**src/design/nps_pkg.sv**
```systemverilog
// package: constants, types and codes of the nearest point search unit
`default_nettype none

package nps_pkg;

    localparam int MAX_POINTS = 128;

    localparam int COORD_W = 24;
    localparam int DIFF_W  = COORD_W + 1;
    localparam int SQ_W    = 2 * DIFF_W;
    localparam int ROOT_W  = SQ_W / 2;
    localparam int REM_W   = ROOT_W + 2;
    localparam int ITER_W  = $clog2(ROOT_W);

    localparam int POS_W = (MAX_POINTS > 1) ? $clog2(MAX_POINTS) : 1;
    localparam int CNT_W = $clog2(MAX_POINTS + 1);

    localparam int IDX_W  = 7;
    localparam int DIST_W = 26;

    localparam int S_TDATA_W = 3 * COORD_W;
    localparam int M_FIELD_W = IDX_W + DIST_W + 1;
    localparam int M_TDATA_W = ((M_FIELD_W + 7) / 8) * 8;

    localparam int CFG_IDX_W  = 2;
    localparam int CFG_DATA_W = COORD_W;

    localparam logic [CFG_IDX_W-1:0] CFG_REF_X = 2'd0;
    localparam logic [CFG_IDX_W-1:0] CFG_REF_Y = 2'd1;
    localparam logic [CFG_IDX_W-1:0] CFG_REF_Z = 2'd2;

    localparam int FIFO_DEPTH = 2;
    localparam int FIFO_PTR_W = $clog2(FIFO_DEPTH);
    localparam int FIFO_CNT_W = $clog2(FIFO_DEPTH + 1);

    // one classified point between front and back
    typedef struct packed {
        logic signed [DIFF_W-1:0] dx;
        logic signed [DIFF_W-1:0] dy;
        logic signed [DIFF_W-1:0] dz;
        logic [POS_W-1:0]         pos;
        logic                     first;
        logic                     skip;
        logic                     last;
        logic                     ovf;
    } nps_entry_t;

    typedef enum logic [1:0] {
        SQ_IDLE,
        SQ_RUN,
        SQ_HOLD
    } nps_sqrt_state_t;

endpackage

`default_nettype wire

```
**src/design/nps_front.sv**
```systemverilog
// front end: reference registers, point differences, set counter and classification
`default_nettype none

module nps_front
    import nps_pkg::*;
(
    input  wire logic                  aclk,
    input  wire logic                  aresetn,
    input  wire logic                  cfg_valid,
    output logic                       cfg_ready,
    input  wire logic [CFG_IDX_W-1:0]  cfg_index,
    input  wire logic [CFG_DATA_W-1:0] cfg_data,
    input  wire logic                  s_axis_tvalid,
    output logic                       s_axis_tready,
    input  wire logic [S_TDATA_W-1:0]  s_axis_tdata,
    input  wire logic                  s_axis_tlast,
    input  wire logic                  q_full,
    output logic                       q_push,
    output nps_entry_t                 q_entry
);

    logic [COORD_W-1:0] ref_x_reg, ref_y_reg, ref_z_reg;
    logic [CNT_W-1:0]   cnt_reg, cnt_next;
    logic               ovf_reg, ovf_next;
    logic               full;
    logic [COORD_W-1:0] pt_x, pt_y, pt_z;

    assign cfg_ready     = 1'b1;
    assign s_axis_tready = !q_full;
    assign q_push        = s_axis_tvalid && !q_full;

    assign pt_x = s_axis_tdata[COORD_W-1:0];
    assign pt_y = s_axis_tdata[2*COORD_W-1:COORD_W];
    assign pt_z = s_axis_tdata[3*COORD_W-1:2*COORD_W];

    assign full = (cnt_reg == CNT_W'(MAX_POINTS));

    always_ff @(posedge aclk) begin
        if (!aresetn) begin
            ref_x_reg <= '0;
            ref_y_reg <= '0;
            ref_z_reg <= '0;
        end else if (cfg_valid) begin
            unique case (cfg_index)
                CFG_REF_X: ref_x_reg <= cfg_data;
                CFG_REF_Y: ref_y_reg <= cfg_data;
                CFG_REF_Z: ref_z_reg <= cfg_data;
                default:   ;
            endcase
        end
    end

    // differences are reference minus candidate, exact in one extra bit
    always_comb begin
        q_entry.dx    = $signed({ref_x_reg[COORD_W-1], ref_x_reg}) -
                        $signed({pt_x[COORD_W-1], pt_x});
        q_entry.dy    = $signed({ref_y_reg[COORD_W-1], ref_y_reg}) -
                        $signed({pt_y[COORD_W-1], pt_y});
        q_entry.dz    = $signed({ref_z_reg[COORD_W-1], ref_z_reg}) -
                        $signed({pt_z[COORD_W-1], pt_z});
        q_entry.pos   = cnt_reg[POS_W-1:0];
        q_entry.first = (cnt_reg == '0);
        q_entry.skip  = full;
        q_entry.last  = s_axis_tlast;
        q_entry.ovf   = ovf_reg || full;
    end

    always_comb begin
        cnt_next = cnt_reg;
        ovf_next = ovf_reg;
        if (q_push) begin
            if (s_axis_tlast) begin
                cnt_next = '0;
                ovf_next = 1'b0;
            end else if (full) begin
                ovf_next = 1'b1;
            end else begin
                cnt_next = cnt_reg + CNT_W'(1);
            end
        end
    end

    always_ff @(posedge aclk) begin
        if (!aresetn) begin
            cnt_reg <= '0;
            ovf_reg <= 1'b0;
        end else begin
            cnt_reg <= cnt_next;
            ovf_reg <= ovf_next;
        end
    end

endmodule

`default_nettype wire

```
**src/design/nps_fifo.sv**
```systemverilog
// short queue of classified points between front and back
`default_nettype none

module nps_fifo
    import nps_pkg::*;
(
    input  wire logic        aclk,
    input  wire logic        aresetn,
    input  wire logic        push,
    input  wire nps_entry_t  push_entry,
    output logic             full,
    input  wire logic        pop,
    output logic             valid,
    output nps_entry_t       head_entry
);

    nps_entry_t            slot_reg [FIFO_DEPTH];
    logic [FIFO_PTR_W-1:0] wr_ptr_reg, rd_ptr_reg;
    logic [FIFO_CNT_W-1:0] count_reg;
    logic                  do_push, do_pop;

    assign full       = (count_reg == FIFO_CNT_W'(FIFO_DEPTH));
    assign valid      = (count_reg != '0);
    assign head_entry = slot_reg[rd_ptr_reg];
    assign do_push    = push && !full;
    assign do_pop     = pop && valid;

    always_ff @(posedge aclk) begin
        if (do_push) begin
            slot_reg[wr_ptr_reg] <= push_entry;
        end
    end

    always_ff @(posedge aclk) begin
        if (!aresetn) begin
            wr_ptr_reg <= '0;
            rd_ptr_reg <= '0;
            count_reg  <= '0;
        end else begin
            if (do_push) begin
                wr_ptr_reg <= (wr_ptr_reg == FIFO_PTR_W'(FIFO_DEPTH - 1)) ?
                              '0 : wr_ptr_reg + FIFO_PTR_W'(1);
            end
            if (do_pop) begin
                rd_ptr_reg <= (rd_ptr_reg == FIFO_PTR_W'(FIFO_DEPTH - 1)) ?
                              '0 : rd_ptr_reg + FIFO_PTR_W'(1);
            end
            if (do_push && !do_pop) begin
                count_reg <= count_reg + FIFO_CNT_W'(1);
            end else if (do_pop && !do_push) begin
                count_reg <= count_reg - FIFO_CNT_W'(1);
            end
        end
    end

endmodule

`default_nettype wire

```
**src/design/nps_back.sv**
```systemverilog
// back end: squares, running minimum, iterative square root and result register
`default_nettype none

module nps_back
    import nps_pkg::*;
(
    input  wire logic                 aclk,
    input  wire logic                 aresetn,
    input  wire logic                 q_valid,
    input  wire nps_entry_t           q_entry,
    output logic                      q_pop,
    output logic                      m_axis_tvalid,
    input  wire logic                 m_axis_tready,
    output logic [M_TDATA_W-1:0]      m_axis_tdata
);

    function automatic logic [DIFF_W-1:0] mag(input logic signed [DIFF_W-1:0] d);
        logic [DIFF_W-1:0] r;
        r = d[DIFF_W-1] ? DIFF_W'(-d) : DIFF_W'(d);
        return r;
    endfunction

    // square stage
    logic              s1_valid_reg;
    nps_entry_t        s1_reg;
    logic [SQ_W-1:0]   sq_x_reg, sq_y_reg, sq_z_reg;
    logic [DIFF_W-1:0] mag_x, mag_y, mag_z;

    // compare stage
    logic [SQ_W-1:0]  best_reg;
    logic [POS_W-1:0] best_pos_reg;
    logic [SQ_W-1:0]  cand_sum;
    logic             take, s1_adv;

    // square root sequencer
    nps_sqrt_state_t  sq_state_reg, sq_state_next;
    logic [SQ_W-1:0]  op_reg;
    logic [REM_W-1:0] rem_reg;
    logic [ROOT_W-1:0] root_reg;
    logic [ITER_W-1:0] iter_reg;
    logic [POS_W-1:0] res_pos_reg;
    logic             res_ovf_reg;
    logic [REM_W-1:0] rem_sh, trial;
    logic             ge;
    logic             sq_start, sq_step, out_load;

    logic             out_valid_reg;
    logic [M_TDATA_W-1:0] out_data_reg;

    assign s1_adv = s1_valid_reg && (!s1_reg.last || sq_state_reg == SQ_IDLE);
    assign q_pop  = q_valid && (!s1_valid_reg || s1_adv);

    assign mag_x = mag(q_entry.dx);
    assign mag_y = mag(q_entry.dy);
    assign mag_z = mag(q_entry.dz);

    always_ff @(posedge aclk) begin
        if (q_pop) begin
            s1_reg   <= q_entry;
            sq_x_reg <= SQ_W'(mag_x) * SQ_W'(mag_x);
            sq_y_reg <= SQ_W'(mag_y) * SQ_W'(mag_y);
            sq_z_reg <= SQ_W'(mag_z) * SQ_W'(mag_z);
        end
    end

    always_ff @(posedge aclk) begin
        if (!aresetn) begin
            s1_valid_reg <= 1'b0;
        end else if (q_pop) begin
            s1_valid_reg <= 1'b1;
        end else if (s1_adv) begin
            s1_valid_reg <= 1'b0;
        end
    end

    // sum of three squares stays below 2^50, ties keep the earlier point
    assign cand_sum = sq_x_reg + sq_y_reg + sq_z_reg;
    assign take     = !s1_reg.skip && (s1_reg.first || cand_sum < best_reg);

    always_ff @(posedge aclk) begin
        if (!aresetn) begin
            best_reg     <= '0;
            best_pos_reg <= '0;
        end else if (s1_adv && take) begin
            best_reg     <= cand_sum;
            best_pos_reg <= s1_reg.pos;
        end
    end

    // one root bit per cycle, restoring method
    assign rem_sh = {rem_reg[ROOT_W-1:0], op_reg[SQ_W-1 -: 2]};
    assign trial  = {root_reg, 2'b01};
    assign ge     = (rem_sh >= trial);

    always_comb begin
        sq_state_next = sq_state_reg;
        sq_start      = 1'b0;
        sq_step       = 1'b0;
        out_load      = 1'b0;
        unique case (sq_state_reg)
            SQ_IDLE: begin
                if (s1_adv && s1_reg.last) begin
                    sq_start      = 1'b1;
                    sq_state_next = SQ_RUN;
                end
            end
            SQ_RUN: begin
                sq_step = 1'b1;
                if (iter_reg == ITER_W'(ROOT_W - 1)) begin
                    sq_state_next = SQ_HOLD;
                end
            end
            SQ_HOLD: begin
                if (!out_valid_reg || m_axis_tready) begin
                    out_load      = 1'b1;
                    sq_state_next = SQ_IDLE;
                end
            end
            default: sq_state_next = SQ_IDLE;
        endcase
    end

    always_ff @(posedge aclk) begin
        if (!aresetn) begin
            sq_state_reg <= SQ_IDLE;
        end else begin
            sq_state_reg <= sq_state_next;
        end
    end

    always_ff @(posedge aclk) begin
        if (sq_start) begin
            op_reg      <= take ? cand_sum : best_reg;
            res_pos_reg <= take ? s1_reg.pos : best_pos_reg;
            res_ovf_reg <= s1_reg.ovf;
            rem_reg     <= '0;
            root_reg    <= '0;
            iter_reg    <= '0;
        end else if (sq_step) begin
            op_reg   <= op_reg << 2;
            rem_reg  <= ge ? rem_sh - trial : rem_sh;
            root_reg <= {root_reg[ROOT_W-2:0], ge};
            iter_reg <= iter_reg + ITER_W'(1);
        end
    end

    always_ff @(posedge aclk) begin
        if (out_load) begin
            out_data_reg <= M_TDATA_W'({res_ovf_reg, DIST_W'(root_reg), IDX_W'(res_pos_reg)});
        end
    end

    always_ff @(posedge aclk) begin
        if (!aresetn) begin
            out_valid_reg <= 1'b0;
        end else if (out_load) begin
            out_valid_reg <= 1'b1;
        end else if (m_axis_tready) begin
            out_valid_reg <= 1'b0;
        end
    end

    assign m_axis_tvalid = out_valid_reg;
    assign m_axis_tdata  = out_data_reg;

endmodule

`default_nettype wire

```
**src/design/nearest_point_search_3d_unit.sv**
```systemverilog
// top level: linear nearest point search in three dimensions
//
// input stream s_axis: one word per candidate point, x/y/z in signed Q16.8,
// s_axis_tlast marks the final point of a set
// result stream m_axis: one word per set, sent after the tlast point
// config channel cfg_*: reference point x/y/z at indexes 0/1/2, always ready,
// write only while no set is in flight
// throughput: one point per cycle within a set while the queue is not full; the front
// queue decouples input from back; from tlast to m_axis_tvalid the last point passes
// the queue, square stage, root start, the one-bit-per-cycle square root and the
// output register
// a tlast word waits while the previous set's root is still running or its finished
// root still waits for the result before it to leave the output register
// points beyond MAX_POINTS in a set are not compared and raise overflow
// reset (aresetn low, synchronous) clears reference point, set state,
// queue and output; a stalled result holds until m_axis_tready
`default_nettype none

module nearest_point_search_3d_unit
    import nps_pkg::*;
(
    input  wire logic                  aclk,
    input  wire logic                  aresetn,
    // configuration write channel
    input  wire logic                  cfg_valid,
    output logic                       cfg_ready,
    input  wire logic [CFG_IDX_W-1:0]  cfg_index,
    input  wire logic [CFG_DATA_W-1:0] cfg_data,
    // candidate points
    input  wire logic                  s_axis_tvalid,
    output logic                       s_axis_tready,
    input  wire logic [S_TDATA_W-1:0]  s_axis_tdata,  // point_x, point_y, point_z
    input  wire logic                  s_axis_tlast,  // last_point
    // results
    output logic                       m_axis_tvalid,
    input  wire logic                  m_axis_tready,
    output logic [M_TDATA_W-1:0]       m_axis_tdata   // closest_index, closest_distance,
                                                      // overflow, zero pad
);

    logic       q_push, q_full, q_pop, q_valid;
    nps_entry_t q_in, q_head;

    // front: registers, differences, set position and overflow marking
    nps_front u_front (
        .aclk          (aclk),
        .aresetn       (aresetn),
        .cfg_valid     (cfg_valid),
        .cfg_ready     (cfg_ready),
        .cfg_index     (cfg_index),
        .cfg_data      (cfg_data),
        .s_axis_tvalid (s_axis_tvalid),
        .s_axis_tready (s_axis_tready),
        .s_axis_tdata  (s_axis_tdata),
        .s_axis_tlast  (s_axis_tlast),
        .q_full        (q_full),
        .q_push        (q_push),
        .q_entry       (q_in)
    );

    // two-word queue so the back can stall during a root without losing points
    nps_fifo u_fifo (
        .aclk       (aclk),
        .aresetn    (aresetn),
        .push       (q_push),
        .push_entry (q_in),
        .full       (q_full),
        .pop        (q_pop),
        .valid      (q_valid),
        .head_entry (q_head)
    );

    // back: squares, minimum, root and output register
    nps_back u_back (
        .aclk          (aclk),
        .aresetn       (aresetn),
        .q_valid       (q_valid),
        .q_entry       (q_head),
        .q_pop         (q_pop),
        .m_axis_tvalid (m_axis_tvalid),
        .m_axis_tready (m_axis_tready),
        .m_axis_tdata  (m_axis_tdata)
    );

endmodule

`default_nettype wire

```
**config.mk**
```make
export PLATFORM = sky130hd
export DESIGN_NAME = nearest_point_search_3d_unit
export DESIGN_NICKNAME = d
export VERILOG_FILES = /design/src/design/nps_pkg.sv /design/src/design/nps_front.sv /design/src/design/nps_fifo.sv /design/src/design/nps_back.sv /design/src/design/nearest_point_search_3d_unit.sv
export SDC_FILE = /design/constraint.sdc
export NUM_CORES = 2
export LEC_CHECK = 0
export BUFFER_PORTS_ARGS = -buffer_cell sky130_fd_sc_hd__clkbuf_2
export CAP_MARGIN = 20
export CORE_AREA = 5 5 447 449
export CTS_CLUSTER_SIZE = 28
export DETAILED_ROUTE_END_ITERATION = 8
export DIE_AREA = 0 0 452 454
export GPL_ROUTABILITY_DRIVEN = 1
export SYNTH_ARGS = -nofsm -noshare
export SYNTH_HDL_FRONTEND = slang
export SYNTH_SLANG_ARGS = --single-unit
```
**constraint.sdc**
```tcl
create_clock -name aclk -period 17.8 [get_ports aclk]
set_input_delay 2.67 -clock aclk [delete_from_list [all_inputs] [get_ports aclk]]
set_output_delay 2.67 -clock aclk [all_outputs]
set_load 0.005 [all_outputs]
```
Word-level counts from Yosys, hierarchy flattened
Memories as Yosys holds them, arrays and structs flattened. A register that Yosys moved wholly into a read port is not among the register bits. Cells that the tools add are included.

Multipliers: 3. Add/subtract/negate cells: 15. Reduce and logical (&&, ||, !) cells: 37. Multiplexer cells: 33. Eq/ne operators: 11. Bitwise operators: 0. Shift-type cells: 0. Magnitude comparators: 2. Div/mod/pow operators: 0.

Operator list (number): $mul A25 B25 Y50 (3); $mux W50 (3); $add A50 B50 Y50 (2); $mux W25 (4); $neg A25 Y25 (3); $sub A24 B24 Y25 (3); $lt A50 B50 Y1 (1); $ge A27 B27 Y1 (1); $sub A25 B25 Y25 (1); $mux W1 (17); $mux W8 (2); $reduce_bool A2 Y1 (6); $logic_and A1 B1 Y1 (10); $mux W2 (5); $reduce_and A2 Y1 (5); $add A8 B1 Y8 const B (1); $eq A8 B8 Y1 const B (1); $logic_not A8 Y1 (1); $logic_not A1 Y1 (7); $mux W7 (1); $eq A2 B2 Y1 const B (3); $pmux W2 S3 (1); $add A5 B1 Y5 const B (1); $eq A5 B5 Y1 const B (1); other kinds (9) (18).

Bits in read-only memories: 0. Bits of input ports: 104. RAM bits: 172. Memories: 1. Bits in registers: 453. Output and inout bits: 43. Word-level logic and storage cells: 130. Latch bits: 0.

Memories: u_fifo.slot_reg (depth 2, bits a word 86, rd ports 1, clocked after memory_dff 1, write ports 1, line nps_fifo.sv:17) `nps_entry_t slot_reg [FIFO_DEPTH];`.

Longest topological paths before layout
Depth in word-level cells: 9. Gate-level depth with buffers: 46. Mapped depth without buffers: 38.

By module
Synthesis repeated with hierarchy kept, for this count alone.

Cells, all modules: 9110. Area total of the unflattened synthesis: 86181.4 um^2.

Modules (own cells, without submodules): nps_back (area an instance 72615.9 um^2, cells an instance 7864, sequential area each 9799.4 um^2, times used 1); nps_front (area an instance 6919.1 um^2, cells an instance 953, sequential area each 1621.6 um^2, times used 1); nps_fifo (area an instance 6646.4 um^2, cells an instance 293, sequential area each 5265.0 um^2, times used 1).

Worst setup path before layout
No wires, ideal clock.

Path type: flip-flop to flip-flop. Start: reg with a tool-made name. End: reg u_back.sq_x_reg[46], data pin. Required time: 17.528 ns. Path buffers: 11. Cell stages (with the launch flop): 45. Data arrival time: 10.042 ns. Library setup time: 0.272 ns. Path slack: 7.486 ns. Clock period less this slack: 10.314 ns. Cell sequence: dfxtp_1 > buf_6 > buf_6 > buf_6 > buf_6 > buf_6 > buf_4 > buf_6 > buf_4 > buf_2 > mux2i_1 > clkbuf_1 > ha_1 > nand3_1 > nor2_1 > and3_1 > and2_1 > nor2_1 > (+9 left out) > fa_1 > inv_1 > fa_1 > fa_1 > inv_1 > fa_1 > inv_1 > ha_1 > a21o_1 > a21o_1 > a21o_1 > a21o_1 > a21o_1 > a21o_1 > a211oi_1 > o21bai_1 > and4_1 > or4_1.

RTL lines: end signal, assigned (line nps_back.sv:60) `sq_x_reg <= SQ_W'(mag_x) * SQ_W'(mag_x);`; end, declared (line nps_back.sv:26) `logic [SQ_W-1:0] sq_x_reg, sq_y_reg, sq_z_reg;`.

==> results.txt <==
- The flow ran to the end, and the final reports show no timing, DRC or antenna violations.
- Row generation in the floorplan step produced 163 rows.
- After detailed routing, the number of remaining DRC violations is 0.
- Worst Path Buf+Inv: 11
- Adding up every negative setup slack in the final design gives 0 ns.
- First-pass GRT wire length: 361000 µm
- At the pin with the least slew margin, the transition time is 1.16 ns.
- The routed design has 226000 µm of wire.
* Pin count of the biggest net entering global routing: 99
- After synthesis, flip-flops and latches occupy 19.6% of the total area.
- Vias after detailed routing: 60400
- The later pin in the worst-skew pair is clocked with a latency of 0.70 ns.
* TritonCTS buffer count: 68
- Grouping stages by cell kind, the critical path spends the most delay in adder cells.
- Total overflow reported by the global router: 0
- Area contributors post-synth: sky130_fd_sc_hd__fa_1 (34%), sky130_fd_sc_hd__edfxtp_1 (15%), sky130_fd_sc_hd__ha_1 (11%)
- Averaged over all synthesized cells, the footprint is 9.45 µm².
* Clock sink count: 623
- Setup repair after global routing left no endpoint under its margin.
- At the end of routability-driven placement, the weighted congestion stood at 0.946.
- The core region is 196000 µm².
- Top cell type by total area after synthesis: sky130_fd_sc_hd__fa_1
- The floorplan step defined a die boundary enclosing 205000 µm².
* DRC marker count from the first detailed-route iteration: 4115
- Pre-Repair DR Iteration Count: 6
- The number of global-route vias before repair came to 64500.
* Post-DRT Antenna Nets: 0
- Max-cap violations: 0
* Most frequent standard cell in the layout excluding fill and tap cells: sky130_fd_sc_hd__inv_1
* Slowest stage delay, CP: 0.66 ns
- Counting stages on the worst path, the most repeated cell is sky130_fd_sc_hd__inv_1.
- Post-synth EDFFs: 421
- Die Y-Extent: 454 µm
- Timing would allow up to 87.6 MHz.
* Post-synth cell types: 95
- The worst path in the final design needs a cycle of 11.42 ns, including I/O delays and setup.
* Cell with the biggest individual delay on the critical path: sky130_fd_sc_hd__dfxtp_4
* Total standard cell area after synthesis: 85300 µm²
- Routed vias/inst: 5.14
- Post-route fraction of the period consumed by the critical path: 64.1%
- The worst setup path is launched from a register.
* Worst min-delay path category: register to register
- After the last flow step, the layout net total stands at 11400.
- During I/O placement, the number of pins put on the boundary was 147.
- Cell count after synthesis: 9021
* Number of hold violations in the final report: 0
- Of all flip-flops after synthesis, the portion carrying an async set or reset was 0%.
* Total half-perimeter wirelength after legalization and detailed placement: 185000 µm
* Relative slew margins: 22.6%
- In the synthesized netlist the dominant register cell turns out to be sky130_fd_sc_hd__edfxtp_1.
* Total of cells resized after clock tree synthesis: 0
* Input/output buffers: 138
* Register bit total from synthesis: 623
- Initial core utilization: 43.5%
- TritonCTS built the clock tree.
* Top library cells by usage in the layout, fill and taps aside: sky130_fd_sc_hd__inv_1 (2175), sky130_fd_sc_hd__fa_1 (1456), sky130_fd_sc_hd__nand2_1 (988)
- In this run the post-CTS setup repair buffer count came out at 0.
- In this run the horizontal extent of the chip is 452 µm.
- The critical path is of the register to register type.
- For the worst setup path, the data required time is 18.24 ns.
* Fraction of final layout cells with drive strength greater than 1: 5.01%
- CTS placed an instance of sky130_fd_sc_hd__clkbuf_16 at the clock tree root.
- In this run the worst path has a maximum fanout of 26.
* Count of endpoints failing setup in the final report: 0
- Clock-pin slew was measured on the worst setup and hold paths at 0.06 ns.
- In this run, post-CTS hold repair placed 0 buffers.
- Yosys printed 0 warnings.
* Area share of the largest cell type after synthesis: 34.2%
- The H-tree was split into 3 levels.
- The final max-slew violation count is 0.
- STA classifies the critical path endpoint as a register.
- In the global route stage, overall resource usage came out at 22.5%.
* Bufs on Longest Clock Path: 3
- From synthesis to final layout, the design area changed by 7.33%.
- The register with the most flip-flops in the layout has 172 of them.
- Wire per inst: 19.3 µm
* Number of diodes added for antenna fixing: 0
- Number of antenna violations at the first check in global routing: 6
- Arrival time reported for the critical path endpoint: 11.85 ns
- Fin Clk Skew: 0.0474 ns
[final cells by class]
type                            instances  area, µm²
Clock buffer                           77       1740
Clock inverter                         48        526
Fill cell                           18500     104000
Inverter                             2203       8270
Multi-Input combinational cell       6000      59600
Sequential cell                       623      16700
Tap cell                             2557       3200
Timing Repair Buffer                  242       1520
[cells by family after synthesis]
kind of cell / synth area share (%)
AOI/OAI and AO/OA: 9.22
xor gates and xnor gates: 3.86
and+or+nand+nor: 10.2
DFF: 19.6
other: 0.00881
muxes: 1.03
buffers and inverters: 11.1
adders and majority gates: 45.0
[worst register-to-register path, delay by kind of cell, from the launching register on]
kind	cells	cell delay (ns)
DFF	1	0.66
and+or+nand+nor	7	1.46
buffers and inverters	11	2.07
muxes	1	0.65
adders and majority gates	9	4.00
xor gates and xnor gates	2	0.22
AOI/OAI and AO/OA	7	2.12
[through the flow]
stage	instances	area, µm²	hold WS [ns]	utilization (%)	setup slack [ns]
2_1_floorplan	9084	85500	0.400	-	7.49
3_3_place_gp	11600	89200	0.407	45.5	6.68
3_5_place_dp	11600	89200	0.408	45.5	6.55
4_1_cts	11700	91400	0.424	46.7	6.49
5_1_grt	11800	91500	0.434	46.7	5.70
6_report	11800	91500	0.423	46.7	6.38
[synthesized netlist by cell type (156+ instances only)]
cell type and n:
sky130_fd_sc_hd__o21ai_0 266, sky130_fd_sc_hd__dfxtp_1 202, sky130_fd_sc_hd__inv_1 2177, sky130_fd_sc_hd__clkbuf_1 170, sky130_fd_sc_hd__a21oi_1 357, sky130_fd_sc_hd__fa_1 1456
sky130_fd_sc_hd__nand2_1 988, sky130_fd_sc_hd__nor2_1 614, sky130_fd_sc_hd__xnor2_1 240, sky130_fd_sc_hd__edfxtp_1 421, sky130_fd_sc_hd__a21o_1 156, sky130_fd_sc_hd__ha_1 737
[routing by layer]
metal	track usage, %	routed length, µm	vias up
li1	-	-	28200
met2	36.3	104000	1843
met4	6.41	7550	4
met5	0	30	-
met3	4.17	16100	341
met1	31.0	99000	30100
[path summary, 6_finish.rpt]
kind / startpoint / end / slack [ns] / cells after the start
worst max register to register: register / u_back.sq_y_reg[49] / 6.38 / 37
worst min register to register: u_back.res_pos_reg[3] / u_back.m_axis_tdata[3] / 0.42 / 0
worst max-delay path: register / u_back.sq_y_reg[49] / 6.38 / 37
worst min-delay path: u_back.res_pos_reg[3] / u_back.m_axis_tdata[3] / 0.42 / 0
Power is not shown: default switching activity piles up to over one toggle a cycle in this logic, so the estimate is an artifact.
